==> src/rds_pkg.sv <==
`timescale 1ns / 1ps
// ----------------------------------------------------------------------------
// rds_pkg: shared types and constants
// Widths, register addresses and the sorter cell word for the depth sorter.
// ----------------------------------------------------------------------------
package rds_pkg;
  localparam int MaxPolys = 32;
  localparam int MaxVerts = 16;
  localparam int CntW     = $clog2(MaxPolys + 1);
  localparam int VcW      = $clog2(MaxVerts + 1);
  localparam int SumW     = 24 + VcW;
  localparam int CoefW    = 18;
  localparam int CoordW   = 20;
  localparam int OutW     = 24;
  localparam int IdxW     = 5;

  localparam logic [2:0] RegRow0 = 3'd0;
  localparam logic [2:0] RegRow1 = 3'd1;
  localparam logic [2:0] RegRow2 = 3'd2;
  localparam logic [2:0] RegAxis = 3'd3;
  localparam logic [2:0] RegAvg  = 3'd4;

  localparam logic [1:0] AxisNone = 2'd3;

  typedef struct packed {
    logic signed [OutW-1:0] key;
    logic [IdxW-1:0]        idx;
  } cell_t;

  typedef struct packed {
    logic  ins;   // insert new word this cycle
    logic  clr;   // drop all entries
    logic  shift; // shift one entry toward the head
    cell_t word;
  } cell_ctl_t;
endpackage

==> src/rds_rotate.sv <==
`timescale 1ns / 1ps
// ----------------------------------------------------------------------------
// rds_rotate: one matrix row times the vertex
// Registered products, then rounded sum with saturation.
// ----------------------------------------------------------------------------
module rds_rotate (
  input  logic                                 clk_i,
  input  logic [3*rds_pkg::CoefW-1:0]          row_i,
  input  logic signed [rds_pkg::CoordW-1:0]    x_i,
  input  logic signed [rds_pkg::CoordW-1:0]    y_i,
  input  logic signed [rds_pkg::CoordW-1:0]    z_i,
  output logic signed [rds_pkg::OutW-1:0]      r_o
);
  import rds_pkg::*;
  localparam int PW = CoefW + CoordW;

  logic signed [PW-1:0] p0_q, p1_q, p2_q;
  logic signed [PW+1:0] sum;
  logic signed [PW-15:0] sh;

  always_ff @(posedge clk_i) begin
    p0_q <= $signed(row_i[CoefW-1:0]) * x_i;
    p1_q <= $signed(row_i[2*CoefW-1:CoefW]) * y_i;
    p2_q <= $signed(row_i[3*CoefW-1:2*CoefW]) * z_i;
  end

  assign sum = (PW+2)'(p0_q) + (PW+2)'(p1_q) + (PW+2)'(p2_q) + (PW+2)'(32768);
  assign sh  = sum[PW+1:16];

  always_comb begin
    if (sh > (PW-14)'(8388607)) r_o = 24'sh7FFFFF;
    else if (sh < -(PW-14)'(8388608)) r_o = 24'sh800000;
    else r_o = sh[OutW-1:0];
  end
endmodule

==> config.mk <==
export PLATFORM = sky130hd
export DESIGN_NAME = rds_rotate
export DESIGN_NICKNAME = d
export VERILOG_FILES = /design/src/rds_pkg.sv /design/src/rds_rotate.sv
export SDC_FILE = /design/constraint.sdc
export NUM_CORES = 2
export LEC_CHECK = 0
export BUFFER_PORTS_ARGS = -buffer_cell sky130_fd_sc_hd__buf_2
export CAP_MARGIN = 20
export CORE_MARGIN = 1.5
export CORE_UTILIZATION = 55
export CTS_CLUSTER_DIAMETER = 100
export DETAILED_ROUTE_END_ITERATION = 10
export PLACE_DENSITY = 0.72
export SYNTH_ARGS = -nofsm -noshare
export SYNTH_HDL_FRONTEND = slang
export SYNTH_SLANG_ARGS = --single-unit
==> constraint.sdc <==
create_clock -name clk_i -period 8.09 [get_ports clk_i]
set_input_delay 0.4045 -clock clk_i [delete_from_list [all_inputs] [get_ports clk_i]]
set_output_delay 0.4045 -clock clk_i [all_outputs]
set_load 0.1 [all_outputs]
==> impl_metrics.json <==
{
  "status": "complete, no violations",
  "routed.top_layer": "met4",
  "cts.htree.levels": 4,
  "clock_path_buffers": 2,
  "yosysSeqAreaShare_pct": 5.11,
  "routabilityCongestion": 0.924,
  "path_cells": "buf_2 > clkinv_1 > nor2_1 > fa_1 > fa_1 > fa_1 > fa_1 > fa_1 > inv_1 > fa_1 > inv_1 > ha_1 > a211oi_1 > nand2_1 > or4_1 > o21ai_2 > o21ai_2 > o211ai_2 > nand2_2 > a2111oi_0 > a311oi_1",
  "worst_slew_pin_slew_ps": 776,
  "routed_wl_um": 105000,
  "critPathSlowestCell": "clkinv_1",
  "grt_pass1_vias": 34000,
  "rsz0062_at_grt": "no",
  "via_count": 31100,
  "fin_crit_sh_pct": 78.6,
  "drive_above_1_share_pct": 3.96,
  "ys.flop_type": "dfxtp_1",
  "cts_tree": "built",
  "wl_met3_um": 6690,
  "coreArea_um2": 80400,
  "clkSinkCount": 114,
  "crit_path_end_kind": "register",
  "crit_top_cell": "fa_1",
  "cts-root-buf": "clkbuf_16",
  "ctsHoldBuffers": 0,
  "die_x_um": 288,
  "fill_cells": 7003,
  "die_h_um": 288,
  "track_usage_pct": 27.0,
  "synth_edf_count": 0,
  "synth-seq-cells": 114,
  "critPathRequiredTime_ps": 8390,
  "rows": 104,
  "overflow": 0,
  "holdCritPathClass": "in2reg",
  "drv_slew": 0,
  "synth_cells": 4851,
  "async_reset_ff_share_pct": 0,
  "crit_path_max_fanout": 17,
  "dieArea_um2": 82900,
  "seq_area_um2": 2280,
  "place_hpwl_um": 87600,
  "drcViolationCount": 0,
  "ys_types": 69,
  "io_pins": 139,
  "postSynthAreaPerCell_um2": 9.21,
  "postRouteAntennaNets": 0,
  "post_cts_buffers": 0,
  "syn_nets": 6451,
  "cts.clk_slew.worst_paths_ps": 60,
  "crit_arrival_ps": 6660,
  "wirelength_met1_um": 43100,
  "finalSetupTns_ps": 0,
  "fin_crit_ps": 6360,
  "cts_resized": 0,
  "dr.pass1.iters": 5,
  "worstSetupStartpointType": "input pin",
  "finalHoldViolCount": 0,
  "drtIter0Drc": 1593,
  "crit_type": "in2reg",
  "wl_per_cell_um": 17.8,
  "numCtsBuffers": 17,
  "synthesis.area_um2": 44700,
  "maxCapViolations": 0,
  "area_delta_synth_final_pct": 4.53,
  "setup_viol": 0,
  "initial_core_util_pct": 55.5,
  "vias_per_cell": 5.26,
  "crit_path_max_incr_delay_ps": 510,
  "routed-wl-met2_um": 52100,
  "fmax_ghz": 0.157,
  "port_buffers": 138,
  "grt_max_degree": 21,
  "grt_pass1_wl_um": 175000,
  "yosysWarnings": 0,
  "multiInputGateArea_um2": 36700,
  "antenna_found_initial": 4,
  "maxSlewHeadroom_pct": 47.5,
  "final_nets": 6441
}
## cell usage in the layout, fill, tap and decap left out, types with 6 or more instances in the layout
cell type  count
ha_1         365
fa_1        1120
inv_1       1332
o31ai_1        6
a21oi_1       92
clkbuf_16     17
o21bai_1      18
nor2b_1       14
nor2_1       113
buf_2        138
nand2_1      537
nand3_1       22
and3_1        11
dfxtp_1      114
nand4_1       11
and2_1       538
o21ai_0       48
a21o_1        49
nor3_1        13
nand2b_1      23
xnor2_1      102
o21a_1        21
xor2_1        28
a31oi_1        6
a211oi_1      10
## Yosys cell counts, types with 4 or more instances
| cell type | number | area share [%] |
|---|---|---|
| o211ai_1 | 4 | 0.067 |
| a31oi_1 | 6 | 0.084 |
| a211o_1 | 4 | 0.078 |
| nor2b_1 | 14 | 0.20 |
| nor3b_1 | 4 | 0.067 |
| nand2b_1 | 23 | 0.32 |
| clkbuf_1 | 168 | 1.4 |
| nand4_1 | 11 | 0.15 |
| ha_1 | 365 | 10 |
| nand3b_1 | 4 | 0.067 |
| o21a_1 | 21 | 0.35 |
| or3_1 | 5 | 0.070 |
| xnor2_1 | 102 | 2.0 |
| o22ai_1 | 5 | 0.070 |
| a21boi_0 | 5 | 0.084 |
| nand3_1 | 22 | 0.25 |
| and2_1 | 538 | 7.5 |
| a21oi_1 | 92 | 1.0 |
| nor3_1 | 13 | 0.15 |
| o31ai_1 | 6 | 0.10 |
| fa_1 | 1120 | 50 |
| o21ai_0 | 48 | 0.54 |
| dfxtp_1 | 114 | 5.1 |
| a21o_1 | 49 | 0.82 |
| inv_1 | 1332 | 11 |
| o21bai_1 | 18 | 0.30 |
| nor2_1 | 113 | 0.95 |
| and3_1 | 11 | 0.15 |
| a211oi_1 | 10 | 0.17 |
| a221o_1 | 4 | 0.090 |
| nand2_1 | 537 | 4.5 |
| xor2_1 | 28 | 0.55 |
## flip-flops by register name (all words and copies together) (netlist names)
signal / flops
p1_q: 38
p0_q: 38
p2_q: 38
## stage by stage
| step | util [%] | setup slack, ps | std cells | hold slack, ps | instance area [µm²] |
|---|---|---|---|---|---|
| floorplan | - | 1830 | 4851 | 532 | 44700 |
| global placement | 57.3 | 1450 | 5882 | 908 | 46100 |
| detailed placement | 57.3 | 1320 | 5882 | 903 | 46100 |
| CTS | 58.1 | 1760 | 5914 | 450 | 46700 |
| global route | 58.1 | 1310 | 5914 | 477 | 46700 |
| finish | 58.1 | 1730 | 5915 | 469 | 46700 |
## layout make-up
type	count	share of cell area [%]
clock inverters	15	0.421
inverters	1334	10.7
flip-flops and latches	114	4.89
well taps	1060	2.84
diodes	1	0.00536
clock buffers	17	0.911
repair buffers	140	1.51
multi-input cells	3234	78.7
## worst paths after layout
kind | from | to | cells past startpoint
max | row_i[35] | p1_q[37] | 21
min | x_i[0] | p0_q[0] | 2
## per-layer routing
layer  track usage [%]  vias up
met1              35.8    16000
met4              8.53        0
li1                  -    14000
met2              45.8      933
met5                 0        -
met3              3.95      176
## worst max-delay path, delay by kind of cell
family | cells | cell delay (ps)
simple gates | 4 | 1040
fa+ha+maj | 7 | 3140
buf+inv | 4 | 750
compound gates | 6 | 1310
## cells by family after synthesis
| kind of cell | synth area share, % |
|---|---|
| simple gates | 14.6 |
| mux | 0.0224 |
| xor+xnor | 2.55 |
| fa+ha+maj | 60.4 |
| flops | 5.11 |
| compound gates | 4.65 |
| buf+inv | 12.6 |
Power is not shown: default switching activity piles up to over one toggle a cycle in this logic, so the estimate is an artifact.
