## src/rds_pkg.sv

```systemverilog
`timescale 1ns / 1ps
// ----------------------------------------------------------------------------
// rds_pkg: shared types and constants
// Widths, register addresses and the sorter cell word for the depth sorter.
// ----------------------------------------------------------------------------
package rds_pkg;
  localparam int MaxPolys = 32;
  localparam int MaxVerts = 16;
  localparam int CntW     = $clog2(MaxPolys + 1);
  localparam int VcW      = $clog2(MaxVerts + 1);
  localparam int SumW     = 24 + VcW;
  localparam int CoefW    = 18;
  localparam int CoordW   = 20;
  localparam int OutW     = 24;
  localparam int IdxW     = 5;

  localparam logic [2:0] RegRow0 = 3'd0;
  localparam logic [2:0] RegRow1 = 3'd1;
  localparam logic [2:0] RegRow2 = 3'd2;
  localparam logic [2:0] RegAxis = 3'd3;
  localparam logic [2:0] RegAvg  = 3'd4;

  localparam logic [1:0] AxisNone = 2'd3;

  typedef struct packed {
    logic signed [OutW-1:0] key;
    logic [IdxW-1:0]        idx;
  } cell_t;

  typedef struct packed {
    logic  ins;   // insert new word this cycle
    logic  clr;   // drop all entries
    logic  shift; // shift one entry toward the head
    cell_t word;
  } cell_ctl_t;
endpackage

```

## src/rds_divider.sv

```systemverilog
`timescale 1ns / 1ps
// ----------------------------------------------------------------------------
// rds_divider: floor division of the depth sum by the vertex count
// Restoring divider on magnitudes, one quotient bit per cycle.
// ----------------------------------------------------------------------------
module rds_divider (
  input  logic                               clk_i,
  input  logic                               rst_ni,
  input  logic                               go_i,
  input  logic signed [rds_pkg::SumW-1:0]    num_i,
  input  logic [rds_pkg::VcW-1:0]            den_i,
  output logic                               done_o,
  output logic signed [rds_pkg::OutW-1:0]    q_o
);
  import rds_pkg::*;
  localparam int CW = $clog2(SumW + 1);

  logic [SumW-1:0] quo_q, quo_d;
  logic [VcW:0]    rem_q, rem_d;
  logic [CW-1:0]   cnt_q, cnt_d;
  logic            neg_q, neg_d, busy_q, busy_d;
  logic [VcW-1:0]  den_q;
  logic [VcW:0]    trial;
  logic [SumW:0]   fq;

  always_comb begin
    quo_d = quo_q; rem_d = rem_q; cnt_d = cnt_q; neg_d = neg_q; busy_d = busy_q;
    trial = {rem_q[VcW-1:0], quo_q[SumW-1]};
    if (go_i) begin
      neg_d  = num_i[SumW-1];
      quo_d  = num_i[SumW-1] ? SumW'(-num_i) : num_i;
      rem_d  = '0;
      cnt_d  = CW'(SumW);
      busy_d = 1'b1;
    end else if (busy_q) begin
      if (cnt_q != '0) begin
        if (trial >= {1'b0, den_q}) begin
          rem_d = trial - {1'b0, den_q};
          quo_d = {quo_q[SumW-2:0], 1'b1};
        end else begin
          rem_d = trial;
          quo_d = {quo_q[SumW-2:0], 1'b0};
        end
        cnt_d = cnt_q - 1'b1;
      end else begin
        busy_d = 1'b0;
      end
    end
  end

  assign done_o = busy_q && (cnt_q == '0);

  // floor for negatives: -(q) - (rem != 0)
  assign fq  = neg_q ? ((SumW+1)'(0) - {1'b0, quo_q} - ((rem_q != '0) ? 1'b1 : 1'b0))
                     : {1'b0, quo_q};
  assign q_o = fq[OutW-1:0];

  always_ff @(posedge clk_i or negedge rst_ni) begin
    if (!rst_ni) begin
      busy_q <= 1'b0; cnt_q <= '0;
    end else begin
      busy_q <= busy_d;
      cnt_q  <= cnt_d;
    end
  end

  always_ff @(posedge clk_i) begin
    quo_q <= quo_d; rem_q <= rem_d; neg_q <= neg_d;
    if (go_i) den_q <= den_i;
  end
endmodule
```

## config.mk

```make
export PLATFORM = sky130hd
export DESIGN_NAME = rds_divider
export DESIGN_NICKNAME = d
export VERILOG_FILES = /design/src/rds_pkg.sv /design/src/rds_divider.sv
export SDC_FILE = /design/constraint.sdc
export NUM_CORES = 1
export LEC_CHECK = 0
export ABC_AREA = 1
export BUFFER_PORTS_ARGS = -buffer_cell sky130_fd_sc_hd__buf_2
export CAP_MARGIN = 10
export CORE_MARGIN = 2
export CORE_UTILIZATION = 50
export CTS_BUF_LIST = sky130_fd_sc_hd__clkbuf_4 sky130_fd_sc_hd__clkbuf_8
export CTS_CLUSTER_DIAMETER = 200
export CTS_CLUSTER_SIZE = 25
export DETAILED_ROUTE_END_ITERATION = 12
export HOLD_SLACK_MARGIN = 0.06
export PLACE_DENSITY = 0.83
export SLEW_MARGIN = 20
export SYNTH_ARGS = -nofsm -noshare
export SYNTH_HDL_FRONTEND = slang
export SYNTH_SLANG_ARGS = --single-unit
```

## constraint.sdc

```tcl
create_clock -name clk_i -period 2.6 [get_ports clk_i]
set_input_delay 0.65 -clock clk_i [delete_from_list [all_inputs] [get_ports clk_i]]
set_output_delay 0.65 -clock clk_i [all_outputs]
set_load 0.02 [all_outputs]
```

==> flow_summary.toml <==
[die]
die_w_um = 102
coreArea_um2 = 9280
fp.dieH_um = 102
io_pins = 62
die_area_um2 = 10400
core.rowCount = 35
start_util_pct = 51.9

[logic_synthesis]
synth_top_family_by_area = "simple AND/OR/NAND/NOR gates"
yosysSeqAreaShare_pct = 27.4
avgSynthCellArea_um2 = 6.26
synth-main-ff-cell = "edfxtp_1"
async_reset_ff_share_pct = 12.8
synth_area_um2 = 4810
synthAdderAreaFrac_pct = 9.25
synthMuxAreaShare_pct = 0
ys_ff_latch = 47
synth_top_cell_area_share_pct = 21.8
synth-edff-count = 35
netlist_top_cells_count = "nand2_1, inv_1, nand3_1"
synth_largest_area_cell = "edfxtp_1"
synth.distinct_cells = 36
synth_compound_area_share_pct = 10.1
syn-num-nets = 841
yosysWarnings = 0
synth_most_common_cell = "nand2_1"
synthXorXnorAreaFrac_pct = 3.09
synth-simple-area-share_pct = 38.1
postSynthCellCount = 769
yosys-top-cells-area = "edfxtp_1, nand2_1, inv_1"

[setup_path]
r2r_cells = 8
crit_path_frequent_cell = "nand2_2"
worstSetupEndpoint = "q_o[13]"
path_max_fanout = 4
cpPeakStageDelay_ps = 330
arrival_ps = 2380
critical_path_class = "register to output port"
crit_path_start_kind = "register"
cpLargestDelayFamily = "simple AND/OR/NAND/NOR gates"
r2r_end = "quo_q[14]"
critPathBufInv = 4
startpoint = "rem_q[2]"
cp-end-kind = "output port"
reg2reg_from = "cnt_q[0]"
r2r_slack_ps = 550
slowest_stage = "dfxtp_2"
crit_required_ps = 1950
crit_chain = "inv_2 -> nand4_1 -> nor3_2 -> ha_2 -> ha_4 -> inv_2 -> ha_4 -> inv_4 -> nand3_2 -> nand2_2 -> nand2_2 -> nand2_4 -> nand2_2 -> nand3b_1 -> nand3_2 -> o21ai_2 -> buf_6"
worstSetupPathDepth = 17

[final_layout]
layout.area.seq_um2 = 1330
multi_input_area_um2 = 3310
design_area_um2 = 6170
final_util_pct = 66.5
nets = 940
drive_above_1_share_pct = 25.4
area_growth_pct = 28.2
nFillCells = 795
fin_cells = 998
antenna_cells_inserted = 0

[grt]
grt_max_degree = 34
grt_pass1_wl_um = 20900
grt_pass1_vias = 4767
grt_remaining_overflow = 0
antenna_found_initial = 0
grtUsageTotal_pct = 25.0

[drt]
routed_wl_um = 13200
drt_iter0_drc = 251
antenna_left = 0
vias = 5184
first_pass_iters = 5
drc = 0
vias_per_cell = 5.19
wl_per_cell_um = 13.3

[placement]
portBuffers = 61
gp_congestion = 0.936
dpl.cell_count = 973
placed_cell_area_um2 = 5460
hpwl_um = 9630
preCtsSetupSlack_ps = -326

[cts]
clk-insertion-delay-late_ps = 310
clkSinkCount = 47
cts_buffer_depth = 2
clkTransAtPathRegs_ps = 90
clockRootBuffer = "clkbuf_8"
cts_tree = "yes"
cts.htree.levels = 2
cts_buffers = 5

[timing]
hold_viol_final = 0
setup_viol = 21
fmax_mhz = 331
tightest_slew_ps = 511
skew_ps = 9.43
rsz0062_at_grt = "true"
period_needed_ps = 3030
maxSlewViolCount = 0
min_period_over_period_pct = 116
fin_ws_ps = -425
maxSlewHeadroom_pct = 65.9

[pwr]
vdd.ir_drop.worst_uv = 531
cellPowerDensity_nw_per_um2 = 663
leakagePower_nw = 3.18

[run]
drv_cap = 0

[status]
violations = "negative setup slack"
status = "finished, violations left"

[hold_path]
hold_path.class = "primary input to async pin"
final cells by class:
class | count | share of cell area (%)
clock buffers | 6 | 1.34
inverters | 137 | 8.37
well taps | 129 | 2.62
repair buffers | 107 | 12.4
flip-flops and latches | 47 | 21.5
clock inverters | 2 | 0.182
multi-input cells | 570 | 53.6
stage by stage:
step | TNS [ps] | total power [mW] | hold WS (ps)
after floorplan | -8.31 | 2.46 | 354
after global placement | -1720 | 3.06 | 452
after detailed placement | -2950 | 3.10 | 460
after CTS | -7290 | 3.82 | 140
after global routing | -9330 | 4.40 | 142
final | -6930 | 4.09 | 141
flip-flops by register name (all words and copies together) (netlist names):
register	count
busy_q	1
cnt_q	5
den_q	5
neg_q	1
quo_q	29
rem_q	6
cell usage in the layout, fill, tap and decap left out, types with 9 or more instances in the layout:
cell      instances
a21oi_1          20
buf_2            43
buf_4            47
buf_6            16
edfxtp_1         35
ha_1             23
inv_1           115
inv_2            20
nand2_1         231
nand2_2          18
nand3_1          64
nand3_2          12
nand3b_1         10
nand4_1           9
nor2_1           44
nor2_2            9
o21ai_0          17
o21ai_1          30
xor2_1           11
where the power goes:
part | internal, mW | switching [mW]
logic | 1.10 | 1.49
clock network | 0.213 | 0.253
registers | 0.946 | 0.0871
layer usage:
metal  track usage (%)  vias to the layer above  share of wire [%]
met4              6.87                        0                1.8
met2              44.4                      169                 48
met5                 0                        -                  0
met3              2.94                       23                5.5
li1                  -                     2666                  -
met1              32.3                     2326                 44
worst register-to-register path, cell delays in order, from the launching register on:
cell and delay [ps]:
dfrtp_1 340, inv_1 90, ha_1 220, nand2_1 80
nor2_1 60, nor2_2 240, nor2_1 150, inv_1 350
buf_12 230
logic make-up after synthesis:
| logic type | count (synthesis) |
|---|---|
| XOR/XNOR | 17 |
| AO/OA/AOI/OAI | 92 |
| adder cells (fa/ha/maj) | 35 |
| flip-flops | 47 |
| buffers and inverters | 152 |
| AND/OR/NAND/NOR | 426 |
how the worst min path moves through the flow:
stage               endpoint  cells past startpoint  slack (ps)
detailed placement  rem_q[5]                      2         460
global route        cnt_q[4]                      1         140
floorplan             busy_q                      0         350
CTS                 cnt_q[2]                      1         140
global placement    rem_q[5]                      2         450
finish              cnt_q[2]                      1         140
repair_timing:
item | in CTS | in global routing
setup buffers | 8 | 9
endpoints found under the setup margin | 22 | 23
pin swaps | 32 | 21
hold buffers | 0 | 0
resized for setup | 76 | 52
Note: power is estimated with default switching activity, not from simulation.
