`src/rds_pkg.sv`:
```
`timescale 1ns / 1ps
// ----------------------------------------------------------------------------
// rds_pkg: shared types and constants
// Widths, register addresses and the sorter cell word for the depth sorter.
// ----------------------------------------------------------------------------
package rds_pkg;
  localparam int MaxPolys = 32;
  localparam int MaxVerts = 16;
  localparam int CntW     = $clog2(MaxPolys + 1);
  localparam int VcW      = $clog2(MaxVerts + 1);
  localparam int SumW     = 24 + VcW;
  localparam int CoefW    = 18;
  localparam int CoordW   = 20;
  localparam int OutW     = 24;
  localparam int IdxW     = 5;

  localparam logic [2:0] RegRow0 = 3'd0;
  localparam logic [2:0] RegRow1 = 3'd1;
  localparam logic [2:0] RegRow2 = 3'd2;
  localparam logic [2:0] RegAxis = 3'd3;
  localparam logic [2:0] RegAvg  = 3'd4;

  localparam logic [1:0] AxisNone = 2'd3;

  typedef struct packed {
    logic signed [OutW-1:0] key;
    logic [IdxW-1:0]        idx;
  } cell_t;

  typedef struct packed {
    logic  ins;   // insert new word this cycle
    logic  clr;   // drop all entries
    logic  shift; // shift one entry toward the head
    cell_t word;
  } cell_ctl_t;
endpackage

```
`src/rds_cell.sv`:
```
`timescale 1ns / 1ps
// ----------------------------------------------------------------------------
// rds_cell: one sorter cell
// Holds one (key, index) word; on insert keeps, takes the new word or takes
// the left neighbor's word. Shifts toward the head while draining.
// ----------------------------------------------------------------------------
module rds_cell (
  input  logic              clk_i,
  input  logic              rst_ni,
  input  rds_pkg::cell_ctl_t ctl_i,
  input  rds_pkg::cell_t    left_i,
  input  logic              left_gt_i,
  input  logic              left_vld_i,
  input  rds_pkg::cell_t    right_i,
  input  logic              right_vld_i,
  output rds_pkg::cell_t    word_o,
  output logic              vld_o,
  output logic              gt_o
);
  import rds_pkg::*;

  cell_t word_q, word_d;
  logic  vld_q, vld_d;

  // strictly greater keeps ties in arrival (index) order
  assign gt_o   = vld_q && (word_q.key > ctl_i.word.key);
  assign word_o = word_q;
  assign vld_o  = vld_q;

  always_comb begin
    word_d = word_q;
    vld_d  = vld_q;
    if (ctl_i.clr) begin
      vld_d = 1'b0;
    end else if (ctl_i.shift) begin
      word_d = right_i;
      vld_d  = right_vld_i;
    end else if (ctl_i.ins) begin
      // only the first empty cell joins the row
      if (gt_o || (!vld_q && left_vld_i)) begin
        if (left_gt_i) begin
          word_d = left_i;
        end else begin
          word_d = ctl_i.word;
        end
        vld_d = 1'b1;
      end
    end
  end

  always_ff @(posedge clk_i or negedge rst_ni) begin
    if (!rst_ni) begin
      vld_q <= 1'b0;
    end else begin
      vld_q <= vld_d;
    end
  end

  always_ff @(posedge clk_i) begin
    word_q <= word_d;
  end
endmodule

```
`config.mk`:
```
export PLATFORM = sky130hd
export DESIGN_NAME = rds_cell
export DESIGN_NICKNAME = d
export VERILOG_FILES = /design/src/rds_pkg.sv /design/src/rds_cell.sv
export SDC_FILE = /design/constraint.sdc
export NUM_CORES = 1
export LEC_CHECK = 0
export ABC_CLOCK_PERIOD_IN_PS = 4070
export BUFFER_PORTS_ARGS = -buffer_cell sky130_fd_sc_hd__buf_2
export CORE_MARGIN = 5
export CORE_UTILIZATION = 40
export DETAILED_ROUTE_END_ITERATION = 10
export PLACE_DENSITY = 0.73
export SETUP_SLACK_MARGIN = 0.5
export SYNTH_ARGS = -nofsm -noshare
export SYNTH_HDL_FRONTEND = slang
export SYNTH_SLANG_ARGS = --single-unit
export TNS_END_PERCENT = 1
```
`constraint.sdc`:
```
create_clock -name clk_i -period 4.07 [get_ports clk_i]
set_clock_uncertainty 0.05 [all_clocks]
set_input_delay 0.407 -clock clk_i [delete_from_list [all_inputs] [get_ports clk_i]]
set_output_delay 0.407 -clock clk_i [all_outputs]
set_load 0.01 [all_outputs]
```
==> impl_results.md, run 1 <==
- Post-Layout Cell Count: between 400 and 500
- Setup ws final: between 1 and 1.5 ns
- Num ports: roughly 130
- Worst-margin pin slew: around 0.88 ns
- M2 GR Usage: between 30 and 40%
- Peak fanout along the critical path: 21
- Antenna fix cells: 0
- Max clock buf depth: 2
- CTS Hold Bufs: 1
- Setup bufs post-CTS: 0
- Fill count: about 500
- Final setup viols: 0
- Pre-CTS WS: between 0.8 and 0.9 ns
- Cts repair resizes: 0
- First-pass GRT wire length: approximately 9.5 mm
- Post-Syn Area per Cell: ~9.6 sq um
- WP data required: 3.97 ns
- CP Data Arrival Time: 2.97 ns
- Hold_sp: ctl_i[30]
- Site row count: 26
- Post-Syn Area: around 2200 sq um
- Setup crit end kind: register
- DRT antenna net count: 0
- Total power: 0.824 mW
- Gp weighted congestion: 0.782
- HP Class: in -> reg
- Most frequent cells in the layout: buf_2 (125), nand2_1 (36), o21ai_0 (32)
- Starting Density: around two fifths
- Final Critical Period: 3.07 ns
- Total GRT Usage: between 10% and 20%
- DR WL/cell: between 10 and 15 um
- Pre-antenna DRT Iters: 4
- Die Wd: ~84 um
- Seq/Total Area, Yosys: about 40%
- Worst hold slack: slightly above 0.3 ns
- CTS Sinks: 30
- Status: completed
- Num CTS Buffers: 5
- Post-Route Setup TNS: 0 ns
- Max Slew Vio Count: 0
- R2R depth: 7
- Largest net degree at the start of global routing: 62
- Max-slew headroom: 41.5%
- Buffers on Ports: around 130
- Warnings from Yosys: 0
- PwrDens: around 280 nW/um^2
- CTS tree: yes
- Yosys cell types: 29
- Hold endpoint: vld_o
- GRT overflow: 0
- Vias per cell: 4.81
- Layout area overhead: 36.2%
- RSZ-0062 raised after global routing: false
- DR iter-0 viols: 100
- Leakage: between 1.5 and 2 nW
- Maximum Capacitance Violations: 0
- Detailed Place HPWL: 4.75 mm
- CTS root buf: clkbuf_8
- Fin util: 57.0%
- Most used routing layer: met2
- Cell area after layout: between 2000 and 3000 sq um
- Die Y: roughly 84 um
- Worst skew pair latency: between 0.2 and 0.3 ns
- Critical path class: reg -> reg
- DR vias: 2034
- Met3 usage: under 10%
- Nets: around 470
- Die footprint: 7020 sq um
- Layout cell share with drive strength beyond 1: about two fifths
- Most common cell after layout, fill and taps aside: buf_2
- Post-synthesis cell count: between 200 and 250
- R2R Path End: word_o[20]
- Initial antenna violation count: 0
- H-tree depth: 2
- Routed WL: 5.73 mm
- Final hold vios: 0
- Worst hold stages: 2
- Reg2reg start: word_o[28]
- FF+latch count, synth: 30
- Syn_nets: ~350
- Placed Instance Area: between 2000 and 3000 sq um
- Max Fclk: 326 MHz
- Multi-input gate area: roughly 1200 sq um
- Grt met1 use: 18.2%
- Seq. cell area: roughly 900 sq um
- Period utilisation layout: approximately three quarters
- Core area: around 5200 sq um
- Type of origin of the critical path: register
- Clock-pin slew on the worst setup and hold paths: 0.06 ns
- Vias in the first global route: roughly 2.1k
- R2R setup slack: roughly 1 ns
- Cells after DPL: roughly 410
- Max VDD drop: roughly 0.21 mV
- Drt drc: 0
## Yosys cell counts, drive strengths merged
cell type   n  area share, %
a221oi      2            1.1
nor2        7            1.2
or4         1           0.34
o21ai      33            7.6
nand3b      1           0.34
o311ai      1           0.40
inv        26            4.5
ha         24             14
dfrtp       1            1.1
nor4        1           0.29
a21boi      1           0.34
buf         2           0.46
o21bai      1           0.34
o211ai      2           0.69
a21oi       9            2.1
clkbuf      8            1.4
nand3       2           0.46
nor2b       1           0.29
nand2      36            6.2
nor3        1           0.23
o31a        1           0.40
mux2i      29             13
a211oi      1           0.34
edfxtp     29             40
or3         1           0.29
nand4       7            2.6
## worst max-delay path by stage
stage / from / endpoint / slack [ns]
after floorplan: word_o[28] / word_o[0] / 0.62
after global placement: ctl_i[28] / word_o[19] / 0.96
after detailed placement: ctl_i[28] / word_o[20] / 0.82
after CTS: word_o[28] / word_o[20] / 0.98
after global routing: word_o[28] / word_o[20] / 0.77
final: word_o[28] / word_o[20] / 1.00
## layer usage
metal,wire length [um],vias up
met3,487,6
met1,2300,890
met4,42,0
met5,0,-
met2,2900,72
li1,-,1066
## where the power goes
group / internal (mW) / switching, mW
sequential: 0.370 / 0.0109
combinational: 0.101 / 0.116
clock: 0.121 / 0.104
## sequential cells by signal (all words and copies together) (netlist names)
signal / count
word_o: 29
vld_o: 1
## worst max-delay path, stage by stage, from the launching register on
cell and delay [ns]:
edfxtp_1 0.39, ha_1 0.41, nand4_2 0.17, nor4_1 0.43, o31a_1 0.25, nor2_1 0.09, o311ai_4 0.56, buf_4 0.39
## cell type report
type	count	share of cell area, %
clock buffer	8	2.70
sequential	30	30.2
timing repair buffer	127	21.7
inverter	26	3.29
multi-input combinational	162	39.2
tap	70	2.95
## cell families after synthesis
family / synth area share (%)
buffers and inverters: 6.31
and+or+nand+nor: 12.2
DFF: 41.1
muxes: 13.3
adders and majority gates: 13.8
AOI/OAI and AO/OA: 13.3
Power figures use the tool's default switching activity.
==> run 2, diff against run 1 <==
Settings changed: ABC_CLOCK_PERIOD_IN_PS 4070 to 3000, CORE_UTILIZATION 40 to 44, PLACE_DENSITY 0.73 to 0.76.
Clock period 4.07 ns to 3 ns, I/O delays scaled along.
==> run 2 against run 1 <==
  * Clock power up 31%
  * Global-route usage up 2.5 points
  * Combinational power up 55%
  * Non-clock buffer count up 8
  * Sequential power up 36%
  * Register-to-register slack worse by 0.70 ns
  * Die area down 8.0%
  * Critical endpoint is now gt_o
  * Largest power group unchanged
==> impl_results.md, run 2 (synthesized netlist as in run 1, its figures left out) <==
- HP Class: in -> reg
- Cells after DPL: 413 (-0.24%)
- Max clock buf depth: 2 (unchanged)
- Clock power frac: 25.7% (-1.7 points)
- GRT overflow: 0 (unchanged)
- PwrDens: 365 nW/um^2 (+31%)
- Worst skew pair latency: 0.27 ns (about the same)
- Maximum Capacitance Violations: 0 (unchanged)
- Num ports: 126 (unchanged)
- Gp weighted congestion: 0.741 (-5.3%)
- Setup crit end kind: output port
- Critical path class: reg -> out
- Largest net degree at the start of global routing: 33 (-47%)
- WP data required: 2.65 ns (-1.32 ns)
- Die Y: 80.4 um (-4.1%)
- Worst-margin pin slew: 0.878 ns (+0.0000803 ns)
- Max Slew Vio Count: 0 (unchanged)
- DRT antenna net count: 0 (unchanged)
- CP Data Arrival Time: 2.38 ns (-0.59 ns)
- CTS tree: yes
- Net load switching power: 0.327 mW (+41%)
- Peak fanout along the critical path: 3 (-86%)
- Power share of the sequential group: 45.0% (-1.2 points)
- Starting Density: 45.8% (+4.0 points)
- Int Power: 0.827 mW (+40%)
- H-tree depth: 2 (unchanged)
- Antenna fix cells: 0 (unchanged)
- DR vias: 2119 (+4.2%)
- Max-slew headroom: 41.5% (about the same)
- CTS Sinks: 30 (unchanged)
- Die footprint: 6460 sq um (-8.0%)
- Placed Instance Area: 2990 sq um (+3.8%)
- Final setup viols: 0 (unchanged)
- Vias in the first global route: 2190 (+4.1%)
- RSZ-0062 raised after global routing: true
- Total power: 1.15 mW (+40%)
- Core area: 4750 sq um (-8.7%)
- Post-Layout Cell Count: 428 (+1.2%)
- Vias per cell: 4.95 (+3.0%)
- Post-Route Setup TNS: 0 ns (unchanged)
- Most frequent cells in the layout: buf_2 (125), nand2_1 (36), o21ai_0 (32)
- Period utilisation layout: between 90 and 100%
- DR WL/cell: 13.9 um (+2.4%)
- Pre-antenna DRT Iters: 3 (-1)
- Max Fclk: 367 MHz
- DR iter-0 viols: 63 (-37%)
- Total GRT Usage: 18.9% (+2.5 points)
- Drt drc: 0 (unchanged)
- Buffers on Ports: 125 (unchanged)
- Status: completed
- Final Critical Period: 2.73 ns
- Detailed Place HPWL: 4.84 mm (+1.8%)
- Sw Ratio: 28.4% (+0.25 points)
- Logic gate share of total power: 29.2% (+2.8 points)
- First-pass GRT wire length: 9.63 mm (+1.6%)
- Clock-pin slew on the worst setup and hold paths: 0.06 ns (about the same)
- Final hold vios: 0 (unchanged)
- Nets: 479 (+1.7%)
- Site row count: 25 (-3.8%)
- CTS root buf: clkbuf_8
- Initial antenna violation count: 0 (unchanged)
- Max VDD drop: 0.236 mV (+13%)
- Layout cell share with drive strength beyond 1: 43.5% (+5.2 points)
- Type of origin of the critical path: register
- Cell area after layout: 3160 sq um (+6.6%)
- Max reg flops: 29 (unchanged)
- Fin util: 66.5% (+9.5 points)
- Routed WL: 5.94 mm (+3.6%)
- Layout area overhead: 45.1%
- Most common cell after layout, fill and taps aside: buf_2
- Die Wd: 80.4 um (-4.1%)
- Leakage: 1.58 nW (+3.1%)
- Num CTS Buffers: 5 (unchanged)
-- run 2: cell count changes in the layout (fill, tap and decap cells not counted), moves of 2 or more --
cell	previous run	this run
ha_4	0	7
buf_4	1	5
clkbuf_1	3	1
buf_6	0	4
ha_1	24	17
-- run 2: through the flow --
stage / worst slack, ns / hold slack, ns
after detailed placement: 0.207 / 0.0288
after global placement: 0.273 / 0.0314
final: 0.273 / 0.181
after CTS: 0.345 / 0.174
after global routing: 0.141 / 0.189
after floorplan: 0.283 / -0.0456
-- run 2: final cells by class --
cell class | count | area (sq um)
clock buffers | 6 | 72.6
inverters | 26 | 97.6
clock inverters | 2 | 8.76
flip-flops and latches | 30 | 896
multi-input cells | 162 | 1290
well taps | 67 | 83.8
repair buffers | 135 | 718
fillers | 441 | 1590
-- run 2: worst paths after layout --
kind                            from  cells after the start  slack, ns         end
max                        word_o[6]                      8       0.27        gt_o
min                        ctl_i[30]                      2       0.18       vld_o
max reg2reg                word_o[6]                      8       0.30  word_o[20]
min reg2reg                    vld_o                      2       0.59       vld_o
max in group asynchronous     rst_ni                      2       2.53       vld_o
min in group asynchronous     rst_ni                      2       0.28       vld_o
-- run 2: what timing repair did --
item | CTS | global route
hold buffers | 1 | 0
resized for setup | 8 | 2
pin swaps | 1 | 5
setup endpoints to repair | 30 | 30
setup buffers | 2 | 2
hold endpoints to repair | 1 | 0
cloned | 2 | 0
-- run 2: power groups by stage --
stage	sequential (mW)	combinational, mW	clock, mW
3_3_place_gp	0.527	0.309	0
6_report	0.520	0.338	0.297
4_1_cts	0.520	0.336	0.309
3_5_place_dp	0.529	0.319	0
5_1_grt	0.523	0.382	0.329
2_1_floorplan	0.542	0.166	0
-- run 2: routing by layer --
layer	vias to the layer above	global-route usage [%]	part of all wire, %
met5	-	0	0
met4	0	5.07	0.71
li1	1086	-	-
met1	952	22.6	41
met3	4	4.26	8.2
met2	77	34.0	50
-- run 2: worst max-delay path, stage by stage (launching register included) --
cell      delay [ns]
edfxtp_1        0.39
ha_1            0.32
nor2b_1         0.14
o211ai_1        0.18
a21oi_1         0.10
o31a_1          0.33
or3_4           0.38
a21oi_2         0.11
buf_2           0.15
==> run 3, diff against run 2 <==
Settings changed: PLACE_DENSITY 0.76 to 0.83, RECOVER_POWER set to 100.
==> run 3 against run 2 <==
  * The run now ends with capacitance limit, slew limit left
  * Register-to-register slack lost 0.05 ns
  * Critical path depth did not move
  * Cell count fell by 0.47%
==> impl_results.md, run 3 (synthesized netlist as in run 1, its figures left out) <==
- Status: finished, violations left
- Failing checks: capacitance limit, slew limit
- Routed WL: 5.91 mm (-0.54%)
- Max VDD drop: 0.247 mV (+4.5%)
- Slowest library cell on the worst path: or4_1
- Largest net degree at the start of global routing: 35 (+6.1%)
- DRT antenna net count: 0 (unchanged)
- Max Fclk: 364 MHz (-0.67%)
- Buf/Inv on CP: 1 (unchanged)
- Leakage: 1.48 nW (-6.5%)
- Drt drc: 0 (unchanged)
- Max-slew headroom: -42.3% (-84 points)
- Setup crit end kind: register
- Crit-path max cell delay: 0.59 ns (+0.20 ns)
- Final setup viols: 0 (unchanged)
- HP Class: in -> reg
- Die footprint: 6460 sq um (unchanged)
- Vias in the first global route: 2172 (-0.82%)
- Layout cell share with drive strength beyond 1: 33.4% (-10 points)
- Die Y: 80.4 um (unchanged)
- Net load switching power: 0.345 mW (+5.5%)
- Fill count: 434 (-1.6%)
- Total power: 1.17 mW (+1.4%)
- Detailed Place HPWL: 4.88 mm (+0.77%)
- H-tree depth: 2 (unchanged)
- R2R depth: 8 (unchanged)
- Clock-pin slew on the worst setup and hold paths: 0.07 ns (about the same)
- Type of origin of the critical path: register
- Initial antenna violation count: 0 (unchanged)
- Peak fanout along the critical path: 4 (+1)
- Num CTS Buffers: 5 (unchanged)
- Sw Ratio: 29.5% (+1.1 points)
- Antenna fix cells: 0 (unchanged)
- PwrDens: 374 nW/um^2 (+2.5%)
- CP Data Arrival Time: 2.70 ns (+0.32 ns)
- DR WL/cell: 13.9 um (about the same)
- DR vias: 2088 (-1.5%)
- Vias per cell: 4.90 (-1.0%)
- Most common cell after layout, fill and taps aside: buf_2
- Maximum Capacitance Violations: 1 (+1)
- Num ports: 126 (unchanged)
- Nets: 477 (-0.42%)
- Site row count: 25 (unchanged)
- Post-Layout Cell Count: 426 (-0.47%)
- WP data required: 2.95 ns (+0.30 ns)
- Clock power frac: 27.3% (+1.6 points)
- Most frequent cells in the layout: buf_2 (92), nand2_1 (36), clkbuf_1 (34)
- Setup ws final: 0.255 ns (-0.0185 ns)
- Worst hold stages: 2 (unchanged)
- Critical path class: reg -> reg
- Post-Route Setup TNS: 0 ns (unchanged)
- GRT overflow: 0 (unchanged)
- Final hold vios: 0 (unchanged)
- Period utilisation layout: 91.5% (+0.62 points)
- Pre-antenna DRT Iters: 4 (+1)
- Die Wd: 80.4 um (unchanged)
- CTS Sinks: 30 (unchanged)
- RSZ-0062 raised after global routing: true
- Max Slew Vio Count: 30 (+30)
- Logic gate share of total power: 28.1% (-1.1 points)
- Power share of the sequential group: 44.6% (-0.4 points)
- Gp weighted congestion: 0.769 (+3.7%)
- Int Power: 0.826 mW (-0.16%)
- Buffers on Ports: 125 (unchanged)
- CTS root buf: clkbuf_8
- Critical path depth: 8 (unchanged)
- First-pass GRT wire length: 9.34 mm (-2.9%)
- Cells after DPL: 413 (unchanged)
- Critical-path cell list: ha_1, nand4_1, nor3_1, a221oi_2, o211ai_1, or4_1, o311ai_4, clkbuf_4
- Worst-margin pin slew: 2.13 ns (+1.26 ns)
- Worst skew pair latency: 0.28 ns (about the same)
- Core area: 4750 sq um (unchanged)
- Layout area overhead: 43.6%
- Max clock buf depth: 2 (unchanged)
- Pre-CTS WS: 0.142 ns (-0.0646 ns)
- Total GRT Usage: 18.5% (-0.46 points)
- Max reg flops: 29 (unchanged)
- CTS tree: yes
- Starting Density: 45.8% (unchanged)
- CP top delay family: simple AND/OR/NAND/NOR gates
- DR iter-0 viols: 65 (+3.2%)
- Final Critical Period: 2.75 ns (+0.0185 ns)
-- run 3: path summary, 6_finish.rpt --
kind	start	end	slack, ns
worst max-delay path	word_o[20]	word_o[14]	0.25
worst min-delay path	ctl_i[30]	vld_o	0.17
worst max register to register	word_o[20]	word_o[14]	0.25
worst min register to register	vld_o	vld_o	0.59
max in group asynchronous	rst_ni	vld_o	2.55
min in group asynchronous	rst_ni	vld_o	0.26
-- run 3: power by group through the flow --
stage / Sequential [mW] / Combinational [mW] / Clock, mW
2_1_floorplan: 0.542 / 0.166 / 0
3_3_place_gp: 0.527 / 0.315 / 0
3_5_place_dp: 0.529 / 0.325 / 0
4_1_cts: 0.520 / 0.338 / 0.332
5_1_grt: 0.524 / 0.370 / 0.357
6_report: 0.522 / 0.329 / 0.320
-- run 3: layout make-up --
cell class                      instances  area [sq um]  area share (%)
Clock buffer                            5          68.8            2.20
Sequential cell                        30           896            28.6
Tap cell                               67          83.8            2.68
Timing Repair Buffer                  133           681            21.8
Inverter                               26          97.6            3.12
Clock inverter                          3          21.3           0.680
Multi-Input combinational cell        162          1280            40.9
-- run 3: repair_timing --
action | 4_1_cts | 5_1_grt
hold buffers | 1 | 0
resized for setup | 1 | 2
setup buffers | 3 | 1
endpoints found under the hold margin | 1 | 0
endpoints found under the setup margin | 30 | 30
pin swaps | 1 | 3
-- run 3: metrics by stage --
stage | utilization, % | area (sq um) | hold slack, ns
2_1_floorplan | - | 2290 | -0.0456
3_3_place_gp | 63.3 | 3010 | 0.0257
3_5_place_dp | 63.3 | 3010 | 0.0267
4_1_cts | 66.3 | 3150 | 0.162
5_1_grt | 65.8 | 3130 | 0.168
6_report | 65.8 | 3130 | 0.169
-- run 3: worst register-to-register path, cell delays in order, from the launching register on --
cell and delay, ns:
edfxtp_1 0.41, ha_1 0.33, nand4_1 0.15, nor3_1 0.08
a221oi_2 0.27, o211ai_1 0.17, or4_1 0.59, o311ai_4 0.18
clkbuf_4 0.24
-- run 3: layer usage --
| metal | track usage [%] | routed length (um) |
|---|---|---|
| met5 | 0 | 0 |
| met4 | 3.72 | 38 |
| met3 | 5.16 | 488 |
| met2 | 34.0 | 2980 |
| met1 | 21.2 | 2390 |
